**config.mk**
```make
export PLATFORM = sky130hd
export DESIGN_NAME = speed_pid_accel_brake_core
export DESIGN_NICKNAME = d
export VERILOG_FILES = /design/src/rtl/spab_pkg.sv /design/src/rtl/spab_seq.sv /design/src/rtl/spab_dp.sv /design/src/rtl/speed_pid_accel_brake_core.sv
export SDC_FILE = /design/constraint.sdc
export NUM_CORES = 2
export LEC_CHECK = 0
export ABC_AREA = 0
export BUFFER_PORTS_ARGS = -buffer_cell sky130_fd_sc_hd__buf_2
export CAP_MARGIN = 20
export CORE_MARGIN = 1.5
export CORE_UTILIZATION = 50
export CTS_CLUSTER_SIZE = 28
export DETAILED_ROUTE_END_ITERATION = 16
export GPL_TIMING_DRIVEN = 0
export PLACE_DENSITY_LB_ADDON = 0.1
export SYNTH_ARGS = -nofsm -noshare
export SYNTH_HDL_FRONTEND = slang
export SYNTH_SLANG_ARGS = --single-unit
```
**constraint.sdc**
```tcl
create_clock -name clk -period 10.2 [get_ports clk]
set_input_delay 1.53 -clock clk [delete_from_list [all_inputs] [get_ports clk]]
set_output_delay 1.53 -clock clk [all_outputs]
set_load 0.005 [all_outputs]
```
**src/rtl/spab_pkg.sv**
```systemverilog
// ----------------------------------------------------------------------------
// spab_pkg
// Shared types, constants and the microcode program of the speed PID core.
// ----------------------------------------------------------------------------
package spab_pkg;

  // Field and datapath widths.
  localparam int SPEED_W = 16;
  localparam int GAIN_W  = 16;
  localparam int ERR_W   = 17;
  localparam int DIFF_W  = 18;
  localparam int INTEG_W = 21;
  localparam int D50_W   = 24;
  localparam int OPA_W   = 24;
  localparam int OPB_W   = 16;
  localparam int PROD_W  = 40;
  localparam int ACC_W   = 42;
  localparam int CMD_W   = 13;
  localparam int STEP_W  = 3;
  localparam int CFG_IDX_W = 2;

  // Arithmetic constants.
  localparam logic signed [OPB_W-1:0]   INTEG_STEP  = 16'sd1311;   // 0.02 in Q.16
  localparam logic signed [OPB_W-1:0]   DERIV_RATE  = 16'sd50;     // 1 / 0.02 s
  localparam logic signed [INTEG_W-1:0] INTEG_LIMIT = 21'sd655360; // 10.0 in Q.16
  localparam logic [CMD_W-1:0]          CMD_MAX     = 13'd4096;    // 1.0 in Q1.12

  // Configuration register indexes.
  localparam logic [CFG_IDX_W-1:0] REG_PROP_GAIN  = 2'd0;
  localparam logic [CFG_IDX_W-1:0] REG_INTEG_GAIN = 2'd1;
  localparam logic [CFG_IDX_W-1:0] REG_DERIV_GAIN = 2'd2;

  // Program steps.
  localparam logic [STEP_W-1:0] ST_IDLE  = 3'd0;
  localparam logic [STEP_W-1:0] ST_INC   = 3'd1;
  localparam logic [STEP_W-1:0] ST_INTEG = 3'd2;
  localparam logic [STEP_W-1:0] ST_PROP  = 3'd3;
  localparam logic [STEP_W-1:0] ST_RATE  = 3'd4;
  localparam logic [STEP_W-1:0] ST_ITERM = 3'd5;
  localparam logic [STEP_W-1:0] ST_DTERM = 3'd6;
  localparam logic [STEP_W-1:0] ST_OUT   = 3'd7;

  // Jump condition: when true the sequencer goes to the target step.
  typedef enum logic [1:0] {
    COND_NONE,
    COND_NO_IN,
    COND_OUT_BUSY
  } cond_t;

  // Multiplier operand A select.
  typedef enum logic [1:0] {
    MA_ERR,
    MA_DIFF,
    MA_INTEG,
    MA_D50
  } mula_t;

  // Multiplier operand B select.
  typedef enum logic [2:0] {
    MB_STEP,
    MB_RATE,
    MB_KP,
    MB_KI,
    MB_KD
  } mulb_t;

  // Accumulator operation.
  typedef enum logic [1:0] {
    ACC_HOLD,
    ACC_LOAD,
    ACC_ADD,
    ACC_ADD_SHR
  } acc_op_t;

  // One control word of the program.
  typedef struct packed {
    logic              take_in;
    cond_t             cond;
    logic [STEP_W-1:0] target;
    logic              mul_en;
    mula_t             mula;
    mulb_t             mulb;
    acc_op_t           acc_op;
    logic              diff_load;
    logic              integ_load;
    logic              d50_load;
    logic              out_load;
  } ctrl_t;

  // Status seen by the sequencer for its jumps.
  typedef struct packed {
    logic in_valid;
    logic out_busy;
  } stat_t;

  // Microcode table: one control word per step.
  function automatic ctrl_t ucode(input logic [STEP_W-1:0] step);
    ctrl_t cw;
    cw = '0;
    unique case (step)
      ST_IDLE: begin
        cw.take_in = 1'b1;
        cw.cond    = COND_NO_IN;
        cw.target  = ST_IDLE;
      end
      ST_INC: begin
        cw.mul_en    = 1'b1;
        cw.mula      = MA_ERR;
        cw.mulb      = MB_STEP;
        cw.diff_load = 1'b1;
      end
      ST_INTEG: begin
        cw.integ_load = 1'b1;
        cw.mul_en     = 1'b1;
        cw.mula       = MA_ERR;
        cw.mulb       = MB_KP;
      end
      ST_PROP: begin
        cw.acc_op = ACC_LOAD;
        cw.mul_en = 1'b1;
        cw.mula   = MA_DIFF;
        cw.mulb   = MB_RATE;
      end
      ST_RATE: begin
        cw.d50_load = 1'b1;
        cw.mul_en   = 1'b1;
        cw.mula     = MA_INTEG;
        cw.mulb     = MB_KI;
      end
      ST_ITERM: begin
        cw.acc_op = ACC_ADD_SHR;
        cw.mul_en = 1'b1;
        cw.mula   = MA_D50;
        cw.mulb   = MB_KD;
      end
      ST_DTERM: begin
        cw.acc_op = ACC_ADD;
      end
      ST_OUT: begin
        cw.out_load = 1'b1;
        cw.cond     = COND_OUT_BUSY;
        cw.target   = ST_OUT;
      end
    endcase
    return cw;
  endfunction

endpackage

```
**src/rtl/spab_seq.sv**
```systemverilog
// ----------------------------------------------------------------------------
// spab_seq
// Step counter with conditional jumps; reads the control word of each step.
// ----------------------------------------------------------------------------
module spab_seq
  import spab_pkg::*;
(
  input  logic              clk,
  input  logic              rst_n,
  input  stat_t             stat,
  output ctrl_t             cw,
  output logic [STEP_W-1:0] step
);

  logic [STEP_W-1:0] step_r;
  logic [STEP_W-1:0] step_nxt;
  logic              jump;

  // Control word of the current step.
  assign cw   = ucode(step_r);
  assign step = step_r;

  // Jump decision and next step; the last step wraps to the first.
  always_comb begin
    unique case (cw.cond)
      COND_NONE:     jump = 1'b0;
      COND_NO_IN:    jump = !stat.in_valid;
      COND_OUT_BUSY: jump = stat.out_busy;
      default:       jump = 1'b0;
    endcase
    step_nxt = jump ? cw.target : step_r + STEP_W'(1);
  end

  // Step counter.
  always_ff @(posedge clk) begin
    if (!rst_n) begin
      step_r <= ST_IDLE;
    end else begin
      step_r <= step_nxt;
    end
  end

endmodule

```
**src/rtl/spab_dp.sv**
```systemverilog
// ----------------------------------------------------------------------------
// spab_dp
// PID datapath: one shared signed multiplier, error and integral state, and
// the accumulator with the throttle and brake saturation.
// ----------------------------------------------------------------------------
module spab_dp
  import spab_pkg::*;
(
  input  logic                      clk,
  input  logic                      rst_n,
  input  ctrl_t                     cw,
  input  logic                      in_fire,
  input  logic signed [SPEED_W-1:0] meas,
  input  logic signed [SPEED_W-1:0] targ,
  input  logic signed [GAIN_W-1:0]  kp,
  input  logic signed [GAIN_W-1:0]  ki,
  input  logic signed [GAIN_W-1:0]  kd,
  output logic [CMD_W-1:0]          accel,
  output logic [CMD_W-1:0]          brake
);

  logic signed [ERR_W-1:0]   err_r;
  logic signed [DIFF_W-1:0]  last_err_r;
  logic signed [DIFF_W-1:0]  diff_r;
  logic signed [INTEG_W-1:0] integ_r;
  logic signed [D50_W-1:0]   d50_r;
  logic signed [PROD_W-1:0]  prod_r;
  logic signed [ACC_W-1:0]   acc_r;

  logic signed [OPA_W-1:0]   opa;
  logic signed [OPB_W-1:0]   opb;
  logic signed [PROD_W-1:0]  prod;
  logic signed [PROD_W-1:0]  prod_shr;
  logic signed [INTEG_W:0]   integ_sum;
  logic signed [INTEG_W-1:0] integ_nxt;
  logic signed [DIFF_W-1:0]  diff;
  logic                      pos;
  logic [ACC_W:0]            mag_full;
  logic [ACC_W-4:0]          mag;
  logic [CMD_W-1:0]          mag_sat;

  // Operand selection for the shared multiplier.
  always_comb begin
    unique case (cw.mula)
      MA_ERR:   opa = OPA_W'(err_r);
      MA_DIFF:  opa = OPA_W'(diff_r);
      MA_INTEG: opa = OPA_W'(integ_r);
      MA_D50:   opa = OPA_W'(d50_r);
      default:  opa = '0;
    endcase
    unique case (cw.mulb)
      MB_STEP: opb = INTEG_STEP;
      MB_RATE: opb = DERIV_RATE;
      MB_KP:   opb = kp;
      MB_KI:   opb = ki;
      MB_KD:   opb = kd;
      default: opb = '0;
    endcase
  end

  assign prod     = PROD_W'(opa) * PROD_W'(opb);
  assign prod_shr = prod_r >>> 8;

  // Integral update with clamp to plus or minus ten.
  always_comb begin
    integ_sum = (INTEG_W+1)'(integ_r) + (INTEG_W+1)'(prod_shr);
    if (integ_sum > (INTEG_W+1)'(INTEG_LIMIT)) begin
      integ_nxt = INTEG_LIMIT;
    end else if (integ_sum < -(INTEG_W+1)'(INTEG_LIMIT)) begin
      integ_nxt = -INTEG_LIMIT;
    end else begin
      integ_nxt = INTEG_W'(integ_sum);
    end
  end

  assign diff = DIFF_W'(err_r) - last_err_r;

  // Controller state: previous error and integral.
  always_ff @(posedge clk) begin
    if (!rst_n) begin
      last_err_r <= '0;
      integ_r    <= '0;
    end else begin
      if (cw.diff_load) begin
        last_err_r <= DIFF_W'(err_r);
      end
      if (cw.integ_load) begin
        integ_r <= integ_nxt;
      end
    end
  end

  // Working registers of one item.
  always_ff @(posedge clk) begin
    if (in_fire) begin
      err_r <= ERR_W'(targ) - ERR_W'(meas);
    end
    if (cw.diff_load) begin
      diff_r <= diff;
    end
    if (cw.d50_load) begin
      d50_r <= prod_r[D50_W-1:0];
    end
    if (cw.mul_en) begin
      prod_r <= prod;
    end
    unique case (cw.acc_op)
      ACC_HOLD:    acc_r <= acc_r;
      ACC_LOAD:    acc_r <= ACC_W'(prod_r);
      ACC_ADD:     acc_r <= acc_r + ACC_W'(prod_r);
      ACC_ADD_SHR: acc_r <= acc_r + ACC_W'(prod_shr);
      default:     acc_r <= acc_r;
    endcase
  end

  // Split the sum into throttle or brake, each saturated at one.
  always_comb begin
    pos      = (acc_r > 0);
    mag_full = pos ? (ACC_W+1)'(acc_r) : -(ACC_W+1)'(acc_r);
    mag      = mag_full[ACC_W:4];
    mag_sat  = (mag > (ACC_W-3)'(CMD_MAX)) ? CMD_MAX : mag[CMD_W-1:0];
    accel    = pos ? mag_sat : '0;
    brake    = pos ? '0 : mag_sat;
  end

endmodule

```
**src/rtl/speed_pid_accel_brake_core.sv**
```systemverilog
// ----------------------------------------------------------------------------
// speed_pid_accel_brake_core
// Velocity PID regulator producing throttle and brake commands.
// ----------------------------------------------------------------------------
// Usage:
//   Each input item carries a measured and a target speed (signed Q7.8).
//   The block answers every item with one result item holding accel_cmd
//   and brake_cmd (Q1.12, 4096 is full scale); at most one is nonzero.
//   Input and output use valid/stall handshakes; an item moves on a clock
//   edge where valid is high and stall is low.
//   A microcoded sequencer runs an eight-step program over one shared
//   16 x 24 multiplier. An item is taken in the first step and its result
//   is loaded into the output register in the last step. A new item is
//   accepted only once the program has wrapped back to its first step.
//   If the receiver stalls, the result waits in the output register; the
//   next item is still accepted and runs until its own result is due, then
//   the sequencer holds in its last step until the register frees up.
//   Gains are written through cfg_we/cfg_index/cfg_wdata; the user must
//   write them only while idle, as the block does not enforce it. Synchronous
//   reset clears the gains, the integral, the last error, the output valid
//   and returns the program to its first step.
module speed_pid_accel_brake_core
  import spab_pkg::*;
(
  input  logic                      clk,
  input  logic                      rst_n,
  input  logic                      cfg_we,
  input  logic [CFG_IDX_W-1:0]      cfg_index,
  input  logic [GAIN_W-1:0]         cfg_wdata,
  input  logic                      in_valid,
  output logic                      in_stall,
  input  logic signed [SPEED_W-1:0] in_measured_speed,
  input  logic signed [SPEED_W-1:0] in_target_speed,
  output logic                      out_valid,
  input  logic                      out_stall,
  output logic [CMD_W-1:0]          out_accel_cmd,
  output logic [CMD_W-1:0]          out_brake_cmd
);

  logic signed [GAIN_W-1:0] prop_gain_r;
  logic signed [GAIN_W-1:0] integ_gain_r;
  logic signed [GAIN_W-1:0] deriv_gain_r;
  logic                     out_valid_r;
  logic                     out_valid_nxt;
  logic [CMD_W-1:0]         out_accel_r;
  logic [CMD_W-1:0]         out_brake_r;

  ctrl_t             cw;
  stat_t             stat;
  logic [STEP_W-1:0] step;
  logic              in_fire;
  logic              out_load;
  logic [CMD_W-1:0]  accel;
  logic [CMD_W-1:0]  brake;

  // Handshake control.
  assign in_stall      = !cw.take_in;
  assign in_fire       = in_valid && cw.take_in;
  assign stat.in_valid = in_valid;
  assign stat.out_busy = out_valid_r && out_stall;
  assign out_load      = cw.out_load && !stat.out_busy;

  // Gain registers.
  always_ff @(posedge clk) begin
    if (!rst_n) begin
      prop_gain_r  <= '0;
      integ_gain_r <= '0;
      deriv_gain_r <= '0;
    end else if (cfg_we) begin
      unique case (cfg_index)
        REG_PROP_GAIN:  prop_gain_r  <= cfg_wdata;
        REG_INTEG_GAIN: integ_gain_r <= cfg_wdata;
        REG_DERIV_GAIN: deriv_gain_r <= cfg_wdata;
        default: begin
        end
      endcase
    end
  end

  spab_seq u_seq (
    .clk   (clk),
    .rst_n (rst_n),
    .stat  (stat),
    .cw    (cw),
    .step  (step)
  );

  spab_dp u_dp (
    .clk     (clk),
    .rst_n   (rst_n),
    .cw      (cw),
    .in_fire (in_fire),
    .meas    (in_measured_speed),
    .targ    (in_target_speed),
    .kp      (prop_gain_r),
    .ki      (integ_gain_r),
    .kd      (deriv_gain_r),
    .accel   (accel),
    .brake   (brake)
  );

  // Output register valid.
  always_comb begin
    if (out_load) begin
      out_valid_nxt = 1'b1;
    end else if (out_valid_r && !out_stall) begin
      out_valid_nxt = 1'b0;
    end else begin
      out_valid_nxt = out_valid_r;
    end
  end

  always_ff @(posedge clk) begin
    if (!rst_n) begin
      out_valid_r <= 1'b0;
    end else begin
      out_valid_r <= out_valid_nxt;
    end
  end

  // Output payload.
  always_ff @(posedge clk) begin
    if (out_load) begin
      out_accel_r <= accel;
      out_brake_r <= brake;
    end
  end

  assign out_valid     = out_valid_r;
  assign out_accel_cmd = out_accel_r;
  assign out_brake_cmd = out_brake_r;

`ifndef SYNTH
  // An accepted item starts the program.
  a_start: assert property (@(posedge clk) disable iff (!rst_n)
    in_fire |=> step == ST_INC)
    else $error("program did not advance after an accepted item");

  // A new result is only loaded from the last step.
  a_load_step: assert property (@(posedge clk) disable iff (!rst_n)
    out_load |-> step == ST_OUT)
    else $error("result loaded outside the output step");

  // Throttle and brake are never both applied.
  a_exclusive: assert property (@(posedge clk) disable iff (!rst_n)
    out_valid_r |-> (out_accel_r == '0 || out_brake_r == '0))
    else $error("throttle and brake both nonzero");

  // Commands stay within full scale.
  a_range: assert property (@(posedge clk) disable iff (!rst_n)
    out_valid_r |-> (out_accel_r <= CMD_MAX && out_brake_r <= CMD_MAX))
    else $error("command beyond full scale");
`endif

endmodule

```
==> results.txt <==
crit-path leading delay family: adder cells
# hold bufs at CTS: 0
CP Launch Type: register
share of cells above drive strength 1: 9.02%
Hold Startpoint: deriv_gain_r[10]
cell taking the most area after synthesis: fa_1
initial core utilization: 50.4%
gpl congestion: 0.959
HP Class: register to register
Syn Inst Count: 3424
# port buffers: 82
Setup WS pre-CTS: -3030 ps
clock latency on the worst-skew pair: 570 ps
routed wire length: 92.0 mm
Syn Nets: 4057
Worst Tran Pin Value: 1020 ps
Hold Fails Final Rpt: 0
first-pass GRT wire length: 143 mm
register area share after synthesis: 22.9%
run status: complete, no violations
count of unique library cells instantiated by Yosys: 89
EDFF count, synth: 167
die width: 247 um
final setup vio count: 0
deepest clock path buffer count: 3
Final Hold Slack: 451 ps
vias in the first global route: 25100
Tmin final: 9930 ps
Fill cells: 5433
Synth top area share: 25.5%
CTS Buf Count: 34
CP Buf/Inv Count: 9
WS Path Type: register to register
critical path arrival: 10210 ps
CTS root buf: clkbuf_16
number of routed nets with antenna violations: 0
slowest CP cell: or4_4
register area: 6820 um2
max-cap viol count: 0
Worst Setup End Kind: register
Post-synth ARST share: 0%
Antenna Cells: 0
detailed-placement wirelength estimate: 73.5 mm
fin worst setup slack: 273 ps
CP Data Required Time: 10490 ps
Final Max Slew Viols: 0
Tcrit/Tclk final: 97.3%
worst reg-to-reg path cell count: 34
clk sinks: 257
Mean Syn Cell Area: 8.68 um2
Routed wire per std cell: 21.1 um
Die Y: 247 um
DRT iter0 DRCs: 2066
DR pass1 iterations: 8
nets@finish: 4201
vias per inst: 5.74
GRT Overall Usage: 30.9%
Crit path depth: 34
Cell Area, Synth: 29700 um2
Core Region: 58900 um2
worst hold stages: 2
DRC violations left: 0
IO Pins: 83
Rows: 89
RR Startpoint: u_seq.step[0]
Critical Path Fanout Max: 10
clock-pin slew on the worst setup and hold paths: 60 ps
Synth warnings: 0
Max stage delay on crit path: 560 ps
Fmax: 0.101 GHz
synthesis-stage register bit count: 257
Multi-input gate area: 20800 um2
via count: 25100
predominant post-synthesis flop cell: edfxtp_1
largest net degree at the start of global routing: 27
initial antenna violation count: 2
synth top area cells: fa_1 25%, edfxtp_1 17%, ha_1 8.4%, nand2_1 7.1%, inv_1 7.0%
clock skew: 24.5 ps
total gr overflow: 0
die area: 60900 um2
slew margin rel.: 32.0%
H-tree depth: 2
CP Launch Point: u_seq.step[0]
Area Overhead vs Synth: 11.2%
CTS tree: done
layout by cell type (no fill, tap or decap), types with 17 or more instances in the layout:
cell / n
clkbuf_16: 35
ha_1: 194
a21o_1: 67
o21a_1: 24
dfxtp_1: 90
fa_1: 378
nand2b_1: 34
a31oi_1: 23
nor2_1: 309
a21oi_1: 185
nor3_1: 41
o21ai_0: 124
nor2b_1: 18
a222oi_1: 19
a211oi_1: 24
nand2_1: 556
edfxtp_1: 167
clkbuf_1: 76
xnor2_1: 77
nand3_1: 28
buf_2: 86
and2_1: 17
and3_1: 20
inv_1: 554
xor2_1: 30
buf_4: 33
layout make-up:
class	instances	area share [%]
flip-flops and latches	257	20.6
clock inverters	22	0.640
repair buffers	116	2.20
multi-input cells	2491	63.0
inverters	557	6.34
well taps	773	2.93
clock buffers	40	2.64
plain buffers	111	1.58
final timing paths:
check / slack (ps) / endpoint
max: 270 / u_dp.prod_r[39]
min: 450 / deriv_gain_r[10]
max reg2reg: 270 / u_dp.prod_r[39]
min reg2reg: 450 / deriv_gain_r[10]
Yosys cell counts (all sizes together), types with 8 or more instances:
cell     instances
nand3           30
a211oi          25
a21oi          188
and3            21
a31oi           25
nor2           326
or4             15
a211o            8
o21a            31
a22o            16
or3             13
dfxtp           90
fa             378
a21o            68
a2111oi          9
xnor2           78
ha             200
a31o            10
buf             15
nand2          561
nand4           13
o21bai          13
a21boi          13
o21ai          145
xor2            30
inv            556
a222oi          19
nor3            44
nor4            15
nand2b          36
nor2b           19
clkbuf         108
and2            19
edfxtp         167
flip-flops by register name, summed over array words and instances (netlist names):
name / cells
out_brake_cmd: 13
deriv_gain_r: 16
u_dp.err_r: 17
integ_gain_r: 16
u_dp.acc_r: 42
u_dp.last_err_r: 17
out_valid: 1
u_seq.step: 3
u_dp.d50_r: 24
out_accel_cmd: 13
prop_gain_r: 16
u_dp.integ_r: 21
u_dp.diff_r: 18
u_dp.prod_r: 40
timing repair:
item                                    CTS  global route
gates cloned                              2             3
endpoints found under the setup margin   28             8
endpoints found under the hold margin     0             0
pin swaps                                 4            12
buffers inserted                          4            19
gates resized for setup                  91            87
kinds of logic after synthesis:
family | Yosys count | synth area share (%)
AOI/OAI and AO/OA | 650 | 14.2
xor gates and xnor gates | 108 | 3.18
adders and majority gates | 579 | 33.9
buffers and inverters | 680 | 8.66
DFF | 257 | 22.9
muxes | 6 | 0.215
and+or+nand+nor | 1144 | 16.9
worst register-to-register path, delay by kind of cell (launching register included):
kind | cells | cell delay (ps)
AOI/OAI and AO/OA | 8 | 2280
xor gates and xnor gates | 1 | 140
adders and majority gates | 8 | 3650
buffers and inverters | 9 | 1010
DFF | 1 | 370
and+or+nand+nor | 8 | 2210
per-stage QoR:
stage | cell area [um2] | util [%] | setup TNS (ps) | instances
global route | 33000 | 56.1 | -5.57 | 4367
CTS | 32600 | 55.4 | 0 | 4350
finish | 33000 | 56.1 | 0 | 4367
floorplan | 29700 | - | 0 | 3424
detailed placement | 31200 | 53.0 | -50930 | 4289
global placement | 31100 | 52.8 | -71770 | 4279
routing by layer:
metal  wire length, um  up-vias  global-route usage, %
li1                  -    11600                      -
met1             39300    12400                   41.5
met2             43400      917                   51.6
met3              6460      173                   4.27
met4              2830        2                   9.68
met5                12        -                      0
Power is not shown: default switching activity piles up to over one toggle a cycle in this logic, so the estimate is an artifact.
